==> config.mk <==
export PLATFORM = sky130hd
export DESIGN_NAME = sliding_window_arq_receiver_top
export DESIGN_NICKNAME = d
export VERILOG_FILES = /design/src/hdl/swarq_pkg.sv /design/src/hdl/swarq_ram.sv /design/src/hdl/sliding_window_arq_receiver_top.sv
export SDC_FILE = /design/constraint.sdc
export NUM_CORES = 1
export LEC_CHECK = 0
export ABC_AREA = 1
export BUFFER_PORTS_ARGS = -buffer_cell sky130_fd_sc_hd__buf_2
export CAP_MARGIN = 20
export CORE_ASPECT_RATIO = 1.5
export CORE_UTILIZATION = 55
export CTS_CLUSTER_DIAMETER = 50
export DETAILED_ROUTE_END_ITERATION = 8
export PLACE_DENSITY = 0.73
export SLEW_MARGIN = 10
export SYNTH_ARGS = -nofsm -noshare
export SYNTH_HDL_FRONTEND = slang
export SYNTH_HIERARCHICAL = 1
export SYNTH_SLANG_ARGS = --single-unit
==> constraint.sdc <==
create_clock -name i_clk -period 17.4 [get_ports i_clk]
set_input_delay 0.87 -clock i_clk [delete_from_list [all_inputs] [get_ports i_clk]]
set_output_delay 0.87 -clock i_clk [all_outputs]
set_load 0.02 [all_outputs]
==> src/hdl/swarq_pkg.sv <==
// Shared types and constants for the sliding-window ARQ receiver.
// No dependencies; imported by the payload RAM and the top level.
`default_nettype none

package swarq_pkg;

    // result kind codes
    localparam logic RK_ACK  = 1'b0;
    localparam logic RK_DATA = 1'b1;

    // input item kind codes
    localparam logic IK_START = 1'b0;
    localparam logic IK_DATA  = 1'b1;

    // kind of the last completed transfer
    typedef enum logic [1:0] {
        CK_NONE = 2'd0,
        CK_GBN  = 2'd1,
        CK_SEL  = 2'd2
    } t_completed;

    // index width for a store of n entries, at least one bit
    function automatic int idx_bits(input int n);
        idx_bits = (n > 1) ? $clog2(n) : 1;
    endfunction

endpackage

`default_nettype wire

==> src/hdl/swarq_ram.sv <==
// Generic single-write, single-read RAM with registered read data.
// Depends on swarq_pkg for the address width helper.
`default_nettype none

module swarq_ram
    import swarq_pkg::*;
#(
    parameter int WIDTH = 32,
    parameter int DEPTH = 5
) (
    input  wire logic                       i_clk,
    input  wire logic                       i_we,
    input  wire logic [idx_bits(DEPTH)-1:0] i_waddr,
    input  wire logic [WIDTH-1:0]           i_wdata,
    input  wire logic [idx_bits(DEPTH)-1:0] i_raddr,
    output logic      [WIDTH-1:0]           o_rdata
);

    logic [WIDTH-1:0] r_mem [DEPTH];

    // write port and registered read port
    always_ff @(posedge i_clk) begin
        if (i_we) begin
            r_mem[i_waddr] <= i_wdata;
        end
        o_rdata <= r_mem[i_raddr];
    end

endmodule

`default_nettype wire

==> src/hdl/sliding_window_arq_receiver_top.sv <==
// Receiver side of a go-back-N / selective-repeat ARQ transfer.
// Depends on swarq_pkg and swarq_ram (payload slot store).
`default_nettype none

// A command is taken when i_start is high and o_busy is low. A start command
// is absorbed when it is taken and yields no result. A data packet holds o_busy
// high while it is evaluated and its results are made. In selective-repeat mode
// the evaluation state produces its acknowledgement, and the in-order release
// then drains the k buffered payloads it releases (0 to WINDOW), one payload
// slot per cycle, through the single read port of the payload RAM. In go-back-N
// mode a delivered packet yields two results (payload, then cumulative ack).
// Each result shows on the output ports for exactly one cycle with o_valid
// high; the consumer must take it then. The results of one packet come in
// consecutive cycles and the final one carries o_last. Received marks live in
// flip-flops and are cleared by the start command itself, so there is no
// clearing pass after reset.
module sliding_window_arq_receiver_top
    import swarq_pkg::*;
#(
    parameter int WINDOW       = 5,
    parameter int SEQ_SPACE    = 12,
    parameter int PAYLOAD_BITS = 32
) (
    input  wire logic        i_clk,
    input  wire logic        i_rst_n,
    input  wire logic        i_start,
    output logic             o_busy,
    input  wire logic        i_kind,
    input  wire logic        i_use_selective,
    input  wire logic [15:0] i_packet_count,
    input  wire logic [3:0]  i_seq,
    input  wire logic [31:0] i_payload,
    output logic             o_valid,
    output logic             o_result_kind,
    output logic [3:0]       o_ack_seq,
    output logic [31:0]      o_delivered_payload,
    output logic [15:0]      o_delivered_index,
    output logic             o_transfer_done,
    output logic             o_last
);

    localparam int SLOT_W = (PAYLOAD_BITS < 32) ? PAYLOAD_BITS : 32;
    localparam int WB     = idx_bits(WINDOW);
    localparam int SW     = idx_bits(SEQ_SPACE);
    localparam int SUMW   = WB + 1;

    localparam logic [SUMW-1:0] WIN_S   = SUMW'(WINDOW);
    localparam logic [16:0]     WIN_17  = 17'(WINDOW);
    localparam logic [7:0]      WIN_8   = 8'(WINDOW);
    localparam logic [7:0]      SEQ_8   = 8'(SEQ_SPACE);
    localparam logic [SW-1:0]   SEQ_TOP = SW'(SEQ_SPACE - 1);
    localparam logic [WB-1:0]   WIN_TOP = WB'(WINDOW - 1);

    typedef enum logic [1:0] {
        S_IDLE,
        S_EVAL,
        S_GACK,
        S_DLV
    } t_state;

    t_state            r_state;
    logic              r_active;
    logic              r_sel;
    t_completed        r_completed;
    logic [SW-1:0]     r_expected;
    logic [15:0]       r_remaining;
    logic [15:0]       r_total;
    logic [15:0]       r_base;
    logic [WB-1:0]     r_base_slot;
    logic [SW-1:0]     r_base_seq;
    logic [WINDOW-1:0] r_marks;
    logic [3:0]        r_seq;
    logic [SLOT_W-1:0] r_pay;
    logic              r_fwd;

    logic [7:0]        seq_8;
    logic [7:0]        bseq_8;
    logic [7:0]        seq_offset;
    logic [15:0]       rem;
    logic              seq_ok;
    logic              found;
    logic [SUMW-1:0]   slot_sum;
    logic [WB-1:0]     slot;
    logic [WINDOW-1:0] new_marks;
    logic [WINDOW-1:0] covered;
    logic              done_sel;
    logic              base_marked;
    logic [WB-1:0]     next_slot;
    logic [SW-1:0]     base_seq_inc;
    logic [SW-1:0]     expected_inc;
    logic              more;
    logic              ram_we;
    logic [WB-1:0]     ram_raddr;
    logic [SLOT_W-1:0] ram_rdata;
    logic [SLOT_W-1:0] dlv_data;

    assign o_busy = (r_state != S_IDLE);

    // window lookup: offset of the packet from the window base
    always_comb begin
        seq_8  = {4'b0000, r_seq};
        bseq_8 = 8'(r_base_seq);
        seq_ok = (seq_8 < SEQ_8);
        if (seq_8 >= bseq_8) begin
            seq_offset = seq_8 - bseq_8;
        end else begin
            seq_offset = seq_8 + SEQ_8 - bseq_8;
        end
        rem   = r_total - r_base;
        found = (seq_offset < WIN_8) && (17'(seq_offset) < {1'b0, rem});
        slot_sum = {1'b0, r_base_slot} + SUMW'(seq_offset);
        if (slot_sum >= WIN_S) begin
            slot_sum = slot_sum - WIN_S;
        end
        slot = slot_sum[WB-1:0];
    end

    // marks after storing this packet, and whether the window then drains fully
    always_comb begin
        logic [SUMW-1:0] k_sum;
        new_marks = r_marks;
        if (found) begin
            new_marks[slot] = 1'b1;
        end
        for (int k = 0; k < WINDOW; k++) begin
            k_sum = {1'b0, r_base_slot} + SUMW'(k);
            if (k_sum >= WIN_S) begin
                k_sum = k_sum - WIN_S;
            end
            covered[k] = (17'(k) >= {1'b0, rem}) || new_marks[k_sum[WB-1:0]];
        end
        done_sel    = ({1'b0, rem} <= WIN_17) && (&covered);
        base_marked = new_marks[r_base_slot];
    end

    // ring and sequence increments
    always_comb begin
        next_slot    = (r_base_slot == WIN_TOP) ? '0 : r_base_slot + WB'(1);
        base_seq_inc = (r_base_seq == SEQ_TOP) ? '0 : r_base_seq + SW'(1);
        expected_inc = (r_expected == SEQ_TOP) ? '0 : r_expected + SW'(1);
        more = (({1'b0, r_base} + 17'd1) < {1'b0, r_total})
               && (next_slot != r_base_slot) && r_marks[next_slot];
    end

    // payload store access: write on a fresh in-window packet, read the drain slot
    assign ram_we    = (r_state == S_EVAL) && seq_ok && r_active && r_sel
                       && found && !r_marks[slot];
    assign ram_raddr = (r_state == S_DLV) ? next_slot : r_base_slot;
    assign dlv_data  = r_fwd ? r_pay : ram_rdata;

    swarq_ram #(
        .WIDTH (SLOT_W),
        .DEPTH (WINDOW)
    ) u_slots (
        .i_clk   (i_clk),
        .i_we    (ram_we),
        .i_waddr (slot),
        .i_wdata (r_pay),
        .i_raddr (ram_raddr),
        .o_rdata (ram_rdata)
    );

    // control state machine and registered result ports
    always_ff @(posedge i_clk) begin
        if (!i_rst_n) begin
            r_state     <= S_IDLE;
            r_active    <= 1'b0;
            r_sel       <= 1'b0;
            r_completed <= CK_NONE;
            r_expected  <= '0;
            r_remaining <= '0;
            r_total     <= '0;
            r_base      <= '0;
            r_base_slot <= '0;
            r_base_seq  <= '0;
            r_marks     <= '0;
            r_fwd       <= 1'b0;
            o_valid     <= 1'b0;
        end else begin
            o_valid <= 1'b0;
            case (r_state)
                S_IDLE: begin
                    if (i_start) begin
                        if (i_kind == IK_START) begin
                            r_sel       <= i_use_selective;
                            r_total     <= i_packet_count;
                            r_remaining <= i_packet_count;
                            r_expected  <= '0;
                            r_base      <= '0;
                            r_base_slot <= '0;
                            r_base_seq  <= '0;
                            r_marks     <= '0;
                            r_active    <= (i_packet_count != 16'd0);
                            if (i_packet_count == 16'd0) begin
                                r_completed <= i_use_selective ? CK_SEL : CK_GBN;
                            end
                        end else begin
                            r_seq   <= i_seq;
                            r_pay   <= i_payload[SLOT_W-1:0];
                            r_state <= S_EVAL;
                        end
                    end
                end
                S_EVAL: begin
                    r_state             <= S_IDLE;
                    o_result_kind       <= RK_ACK;
                    o_ack_seq           <= r_seq;
                    o_delivered_payload <= '0;
                    o_delivered_index   <= '0;
                    o_transfer_done     <= 1'b0;
                    o_last              <= 1'b1;
                    r_fwd               <= 1'b0;
                    if (!seq_ok) begin
                        // out-of-range sequence: silently dropped
                    end else if (!r_active) begin
                        // after completion only acks go out
                        o_transfer_done <= 1'b1;
                        if (r_completed == CK_GBN) begin
                            o_valid   <= 1'b1;
                            o_ack_seq <= 4'(r_expected);
                        end else if (r_completed == CK_SEL) begin
                            o_valid <= 1'b1;
                        end
                    end else if (!r_sel) begin
                        o_valid <= 1'b1;
                        if (seq_8 == 8'(r_expected)) begin
                            // in-order packet: deliver, then cumulative ack
                            o_result_kind       <= RK_DATA;
                            o_ack_seq           <= '0;
                            o_delivered_payload <= 32'(r_pay);
                            o_delivered_index   <= r_total - r_remaining;
                            o_transfer_done     <= (r_remaining == 16'd1);
                            o_last              <= 1'b0;
                            r_remaining         <= r_remaining - 16'd1;
                            r_expected          <= expected_inc;
                            if (r_remaining == 16'd1) begin
                                r_active    <= 1'b0;
                                r_completed <= CK_GBN;
                            end
                            r_state <= S_GACK;
                        end else begin
                            o_ack_seq <= 4'(r_expected);
                        end
                    end else begin
                        // selective repeat: ack own sequence, buffer, start drain
                        o_valid <= 1'b1;
                        if (found) begin
                            r_marks         <= new_marks;
                            o_transfer_done <= done_sel;
                            o_last          <= !base_marked;
                            r_fwd           <= ram_we && (slot == r_base_slot);
                            if (done_sel) begin
                                r_active    <= 1'b0;
                                r_completed <= CK_SEL;
                            end
                            if (base_marked) begin
                                r_state <= S_DLV;
                            end
                        end
                    end
                end
                S_GACK: begin
                    o_valid             <= 1'b1;
                    o_result_kind       <= RK_ACK;
                    o_ack_seq           <= 4'(r_expected);
                    o_delivered_payload <= '0;
                    o_delivered_index   <= '0;
                    o_transfer_done     <= !r_active;
                    o_last              <= 1'b1;
                    r_state             <= S_IDLE;
                end
                S_DLV: begin
                    // release one buffered payload from the window base
                    o_valid              <= 1'b1;
                    o_result_kind        <= RK_DATA;
                    o_ack_seq            <= '0;
                    o_delivered_payload  <= 32'(dlv_data);
                    o_delivered_index    <= r_base;
                    o_last               <= !more;
                    r_marks[r_base_slot] <= 1'b0;
                    r_base               <= r_base + 16'd1;
                    r_base_slot          <= next_slot;
                    r_base_seq           <= base_seq_inc;
                    r_fwd                <= 1'b0;
                    r_state              <= more ? S_DLV : S_IDLE;
                end
                default: begin
                    r_state <= S_IDLE;
                end
            endcase
        end
    end

    // results of one packet come back to back, and the last one ends the burst
    a_last_ends: assert property (@(posedge i_clk) disable iff (!i_rst_n)
        o_valid && o_last |=> !o_valid)
        else $error("result strobe follows a last result");

    a_burst_cont: assert property (@(posedge i_clk) disable iff (!i_rst_n)
        o_valid && !o_last |=> o_valid)
        else $error("result burst broken before its last result");

    a_burst_busy: assert property (@(posedge i_clk) disable iff (!i_rst_n)
        o_valid && !o_last |-> o_busy)
        else $error("not busy while results are still pending");

    a_ack_range: assert property (@(posedge i_clk) disable iff (!i_rst_n)
        o_valid && (o_result_kind == RK_ACK) |-> ({4'b0000, o_ack_seq} < SEQ_8))
        else $error("ack sequence outside the sequence space");

endmodule

`default_nettype wire

# == Yosys cells after proc, flatten, opt, wreduce, memory -nomap -nowiden ==
# Memory sizes are Yosys's and may differ from the RTL's. A register that Yosys moved wholly into a read port is not among the register bits.
# Index checks and enable logic that the tools add are counted.
# totals
inputBits,57
mem_count,1
ram_bits,160
elab_cells,282
register_bits,163
out_inout_bits,57
# mem_list
name,words,word_bits,rd,rd_ports_with_merged_regs,wr,line_no,text
u_slots.r_mem,5,32,1,1,1,swarq_ram.sv:19,logic [WIDTH-1:0] r_mem [DEPTH];
# classes
n_eq_ne,26
magnitude_cmp,27
n_reduce_logical,43
muxes,138
bitwise,4
add_sub_neg,22
# op_table
operator,n
$mux 16,12
$mux 32,5
$pmux 32 s3,1
$pmux 16 s2,2
$mux 4,13
$pmux 16 s3,1
$mux 1,43
$mux 2,20
$mux 5,7
$ge 1x16->1 const A,2
$ge 2x16->1 const A,2
$lt 3x4->1 const B,8
$sub 16x16->16,2
$mux 3,10
$bmux 1 s3,8
$ge 4x3->1 const B,5
$ne 2x2->1 const B,9
$sub 3x3->3 const B,6
$add 16x1->17 const B,1
$lt 17x16->1,1
$add 16x1->16 const B,1
$eq 16x1->1 const B,1
$ge 3x16->1 const A,1
$le 16x3->1 const B,1
55 further kinds,98

# == Depth between registers and ports, before layout ==
# logic_depth
depth_word,23
mapped_depth,33
depth_no_buf,33

# == Hierarchy ==
# Netlist, hierarchy kept.
# by_module_without_submodules
module,n_inst,area_per_inst_um2,seq_area_each_um2,cells_each
sliding_window_arq_receiver_top,1,11263.3,4174.0,1492
swarq_ram,1,7450.9,5445.2,681

# == Least setup slack after synthesis ==
# Ideal clock, no wire load.
# synth_path
path_kind,register to register
from,register r_seq[1]
to,memory u_slots.r_mem[4][0] (enable)
synth_period_minus_slack_ps,6076
stages_incl_launch_ff,25
setup_time_ps,461
setup_slack_ps,11324
t_required_ps,16939
arrival_time_ps,5615
n_path_buf,0
cell_sequence,edfxtp_1 ha_1 ha_1 inv_1 fa_1 inv_1 nand2_1 nand2_1 nand4_1 nand2_2 inv_1 ha_1 a21oi_1 nand2_1 nand4_1 o211ai_1 nand3_2 nand2_1 nor2_1 nand2_1 a221oi_1 nand3_1 inv_1 nand2_1 nor3_1
# synth_between
elab_chain_len,12
elab_cells_between_ends,23
cone_classes,add/sub: 5; order compare: 5; mux: 6; reduce/logical: 7
# synth_rtl
item,line_no,text
start: declaration,sliding_window_arq_receiver_top.sv:72,logic [3:0] r_seq;
start signal: assignment,sliding_window_arq_receiver_top.sv:198,r_seq <= i_seq;
$add 4x4->5,sliding_window_arq_receiver_top.sv:107,seq_offset = seq_8 + SEQ_8 - bseq_8;
$sub 5x4->6,sliding_window_arq_receiver_top.sv:107,
$mux 8,sliding_window_arq_receiver_top.sv:104,if (seq_8 >= bseq_8) begin
$add 3x4->4,sliding_window_arq_receiver_top.sv:111,"slot_sum = {1'b0, r_base_slot} + SUMW'(seq_offset);"
$ge 4x3->1 or $sub 3x3->3 (tied branches),"sliding_window_arq_receiver_top.sv:112, sliding_window_arq_receiver_top.sv:113",
$mux 3,sliding_window_arq_receiver_top.sv:112,if (slot_sum >= WIN_S) begin
$bmux 1 s3,sliding_window_arq_receiver_top.sv:147,&& found && !r_marks[slot];
$mux 1 (implied by the code),sliding_window_arq_receiver_top.sv:147,
$logic_not 1->1,sliding_window_arq_receiver_top.sv:147,
$logic_and 1x1->1 *,sliding_window_arq_receiver_top.sv:147,
named net ram_we,sliding_window_arq_receiver_top.sv:92,logic ram_we;
$mux 1 *,swarq_ram.sv:23,if (i_we) begin
$mux 1 (implied by the code) *,swarq_ram.sv:24,r_mem[i_waddr] <= i_wdata;
end: declaration,swarq_ram.sv:19,
# The timed path passes the listed nets; every way through them passes the cells marked *. The select of a mux whose other input is x is not followed.

# == Worst setup path in the final report ==
# layout_path
from,register r_seq[1]
to,memory u_slots.r_mem[4][23] (enable)
# Same word-level chain as after synthesis.

==> out/summary.log <==
INFO  run_status     outcome=finished, violations left
INFO  run_status     failed_checks=design-rule violations
INFO  clock_network  post_cts_repair_timing_setup_buffer_count=0
INFO  synthesis      synth-edff-count=251
INFO  detailed_routing dr_total_vias=14,839
INFO  timing         final.period_utilization=30.22%
INFO  power_and_ir_drop power.switching_fraction=29.02%
INFO  floorplanning  io_pins=114
INFO  placed_design  gp_congestion=0.9541
INFO  worst_setup_path timing.critical_path.buf_inv=5
INFO  placed_design  place_inst=2,661
INFO  global_routing global_route_wire_length_before_repair=75,330um
INFO  clock_network  ctsHtreeMaxLevel=2
INFO  power_and_ir_drop p_per_area=106.5nW/um^2
INFO  worst_setup_path rr_worst_depth=25
INFO  timing         max_clock_freq=190.2MHz
INFO  cells_and_area layout-drive-gt1-share=10.82%
INFO  floorplanning  core.rowCount=82
INFO  synthesis      synth.net_count=2,326
INFO  floorplanning  fp.dieH=227.9um
INFO  synthesis      synth.lib_cells_used.distinct=56
INFO  hold_path      whs_path_depth=2
INFO  clock_network  clkLatencyLatePin=0.54ns
INFO  floorplanning  floorplan.die_area=34,780um^2
INFO  global_routing initial_antenna_violation_count=0
INFO  timing         grt_setup_unrepaired=no
INFO  power_and_ir_drop power.combinational.fraction=19.0%
INFO  power_and_ir_drop power_spent_charging_and_discharging_nets=0.6509mW
INFO  synthesis      postSynth.topFlopCell=sky130_fd_sc_hd__edfxtp_1
INFO  hold_path      hold_path_end=u_slots/o_rdata[9]
INFO  global_routing maximum_number_of_pins_on_one_net_before_global_route_repair=66
INFO  detailed_routing residual_drc=9
INFO  synthesis      synth_most_common_cell=sky130_fd_sc_hd__nand2_1
INFO  detailed_routing route.detailed.vias_per_inst=5.436
INFO  clock_network  cts_tree=built
INFO  synthesis      synthesis.area=18,710um^2
INFO  timing         hold_violations=0
INFO  detailed_routing detail_route.first_pass.iterations=9
INFO  synthesis      netlist.top_cell.by_area=sky130_fd_sc_hd__edfxtp_1
INFO  power_and_ir_drop seqPwrFrac=42.7%
INFO  detailed_routing antenna_violating_nets_post_route=0
INFO  clock_network  cts_repair_resize_count=0
INFO  worst_setup_path critical_path.max_stage_delay=0.56ns
INFO  worst_setup_path worst-setup-path-type=reg2reg
INFO  clock_network  clk_pin_slew=0.06ns
INFO  global_routing final_global_route_overflow_total=0
INFO  floorplanning  effective_utilization_at_floorplan=55.95%
INFO  synthesis      postSynthRegisterBits=355
INFO  power_and_ir_drop leakage=9.626nW
INFO  worst_setup_path cell_family_with_the_largest_share_of_critical_path_delay=simple AND/OR/NAND/NOR gates
INFO  worst_setup_path regToRegEndpoint=u_slots/r_mem[4][23]
INFO  synthesis      share_of_the_yosys_chip_area_belonging_to_registers=51.40%
INFO  synthesis      post_synth_inst_count=2,173
INFO  synthesis      top_post_synthesis_cells_by_count=sky130_fd_sc_hd__nand2_1, sky130_fd_sc_hd__inv_1, sky130_fd_sc_hd__edfxtp_1
INFO  run            drv.max_cap_violation_count=0
INFO  hold_path      hp-start=u_slots/r_mem[4][9]
INFO  cells_and_area layout-area-overhead-vs-synth=12.52%
INFO  power_and_ir_drop internal_power_consumption=1.592mW
INFO  clock_network  cts_sinks=355
INFO  global_routing grt_util_all_layers=27.68%
INFO  synthesis      syn_avg_cell_area=8.612um^2
INFO  timing         timing.final.setup_violations=0
INFO  worst_setup_path worst-endpoint-arrival=5.46ns
INFO  worst_setup_path worst_ep_required_time=17.60ns
INFO  cells_and_area final_cell_count_no_fill=2,730
INFO  timing         worst-slew-pin-transition=1.071ns
INFO  placed_design  post_detail_place_hpwl=32,850um
INFO  worst_setup_path r2r_setup_slack=12.14ns
INFO  cells_and_area design.final.nets=2,434
INFO  power_and_ir_drop power_share_of_the_clock_group=38.4%
INFO  clock_network  numCtsBuffers=37
INFO  clock_network  post_cts_hold_buffer_count=0
INFO  clock_network  cts-root-buf=sky130_fd_sc_hd__clkbuf_16
INFO  timing         layout_min_cycle_time=5.258ns
INFO  detailed_routing wl_per_cell=17.41um
INFO  global_routing grt_pass1_vias=14,985
INFO  synthesis      postSynth.asyncResetShare=0%
INFO  placed_design  port_buffers=113
INFO  hold_path      hold_class=reg2reg
INFO  worst_setup_path slowest_stage=sky130_fd_sc_hd__nor3_2
INFO  timing         report.final.slew_viol_count=0
INFO  floorplanning  floorplan.die.width=152.6um
INFO  floorplanning  core_region_area=33,450um^2
INFO  timing         setup-tns-final=0ns
INFO  clock_network  clockBufferDepth=3
INFO  worst_setup_path timing.critical_path.from_type=flop
INFO  worst_setup_path cp_common_cell=sky130_fd_sc_hd__nand2_1
INFO  worst_setup_path critical_path.endpoint_type=flop
INFO  synthesis      synth.top_cell.area_share=40.28%
INFO  timing         slew-limit-headroom=26.73%
INFO  cells_and_area num_antenna_cells=0
INFO  synthesis      synth_area_leaders=sky130_fd_sc_hd__edfxtp_1, sky130_fd_sc_hd__dfxtp_1, sky130_fd_sc_hd__nand2_1
INFO  worst_setup_path critical_path_peak_fanout=25
INFO  worst_setup_path source_of_the_worst_register_to_register_timing_path=r_seq[1]
INFO  detailed_routing drtIter0Drc=1,011
INFO  timing         skew=0.01452ns
INFO  synthesis      synth_warnings=6
INFO  power_and_ir_drop worst_ir_drop_vdd=0.07767mV
INFO  detailed_routing wl=47,530um
## state kept, by name (all words and copies together) (netlist names), 2 cells and up
signal	count
r_completed	2
r_base_seq	4
r_state	2
r_base	16
o_delivered_payload	32
r_pay	32
r_marks	5
r_total	16
r_seq	4
u_slots/o_rdata	32
r_expected	4
o_delivered_index	16
o_ack_seq	4
r_base_slot	3
u_slots/r_mem	160
r_remaining	16
## power by group through the flow
stage                     Combinational [mW]  Sequential, mW  Clock [mW]
after CTS                              0.421           0.956       0.872
after global placement                 0.407           0.973           0
after floorplan                        0.305           0.976           0
after global routing                   0.477           0.959       0.905
final                                  0.425           0.957       0.861
after detailed placement               0.418           0.974           0
## metal layers
metal	global-route usage, %	share of wire (%)	up-vias
met3	3.666	4.9	135
met2	53.40	54	455
li1	-	-	7294
met5	0	0	-
met1	28.79	36	6955
met4	14.43	4.5	0
## layout make-up
class                   instances  area [um^2]
repair buffers                133        728.2
multi-input cells            1331         7257
inverters                     423         1590
clock inverters                22        336.6
flip-flops and latches        355         9619
well taps                     420        525.5
clock buffers                  46         1001
fillers                      2788        12390
## placed cells by master (no fill, tap or decap), drive strengths merged, types with 12 or more instances in the layout
cell      n
a21oi   113
o21ai    80
nor2    112
buf     133
edfxtp  251
dfxtp   104
o22ai    45
nand4    12
clkinv   16
xor2     34
ha       89
clkbuf   46
nor3     34
nand3   157
nand2   561
a31oi    15
inv     422
## worst reg2reg max path: stages (launching register included)
cell                       delay, ns
sky130_fd_sc_hd__edfxtp_1       0.48
sky130_fd_sc_hd__ha_1           0.41
sky130_fd_sc_hd__ha_1           0.19
sky130_fd_sc_hd__inv_1          0.05
sky130_fd_sc_hd__fa_1           0.38
sky130_fd_sc_hd__inv_1          0.07
sky130_fd_sc_hd__nand2_1        0.06
sky130_fd_sc_hd__nand2_1        0.06
sky130_fd_sc_hd__nand4_1        0.15
sky130_fd_sc_hd__nand2_2        0.15
sky130_fd_sc_hd__inv_1          0.06
sky130_fd_sc_hd__ha_1           0.28
sky130_fd_sc_hd__a21oi_1        0.12
sky130_fd_sc_hd__nand2_1        0.06
sky130_fd_sc_hd__nand4_1        0.06
sky130_fd_sc_hd__o211ai_1       0.11
sky130_fd_sc_hd__nand3_2        0.18
sky130_fd_sc_hd__nand2_1        0.18
sky130_fd_sc_hd__nor2_1         0.17
sky130_fd_sc_hd__nand2_1        0.07
sky130_fd_sc_hd__a221oi_1       0.22
sky130_fd_sc_hd__nand3_1        0.10
sky130_fd_sc_hd__inv_1          0.10
sky130_fd_sc_hd__nand2_1        0.16
sky130_fd_sc_hd__nor3_2         0.56
sky130_fd_sc_hd__buf_4          0.46
## worst max-delay path by stage
stage	from	endpoint	slack, ns	cells past startpoint
2_1_floorplan	r_seq[1]	u_slots/r_mem[4][0]	11.32	24
3_3_place_gp	r_seq[1]	u_slots/r_mem[4][23]	12.23	25
3_5_place_dp	r_seq[1]	u_slots/r_mem[4][26]	12.10	25
4_1_cts	r_seq[1]	u_slots/r_mem[4][23]	12.10	25
5_1_grt	r_seq[1]	u_slots/r_mem[4][23]	11.78	25
6_report	r_seq[1]	u_slots/r_mem[4][23]	12.14	25
## logic make-up after synthesis
logic type,synth area share (%)
compound gates,8.966
fa+ha+maj,6.699
xor+xnor,2.012
flops,51.40
buf+inv,10.24
simple gates,20.69
## through the flow
step                total power, mW  hold WS, ns  setup WS (ns)  cell area, um^2  util (%)
floorplan                     1.281       0.4152          11.32            18710         -
global placement              1.380       0.4238          12.23            19700     58.90
detailed placement            1.392       0.4240          12.10            19700     58.90
CTS                           2.249       0.4405          12.10            21040     62.90
global route                  2.341       0.4618          11.78            21060     62.96
finish                        2.243       0.4410          12.14            21060     62.96
Note: power is estimated with default switching activity, not from simulation.
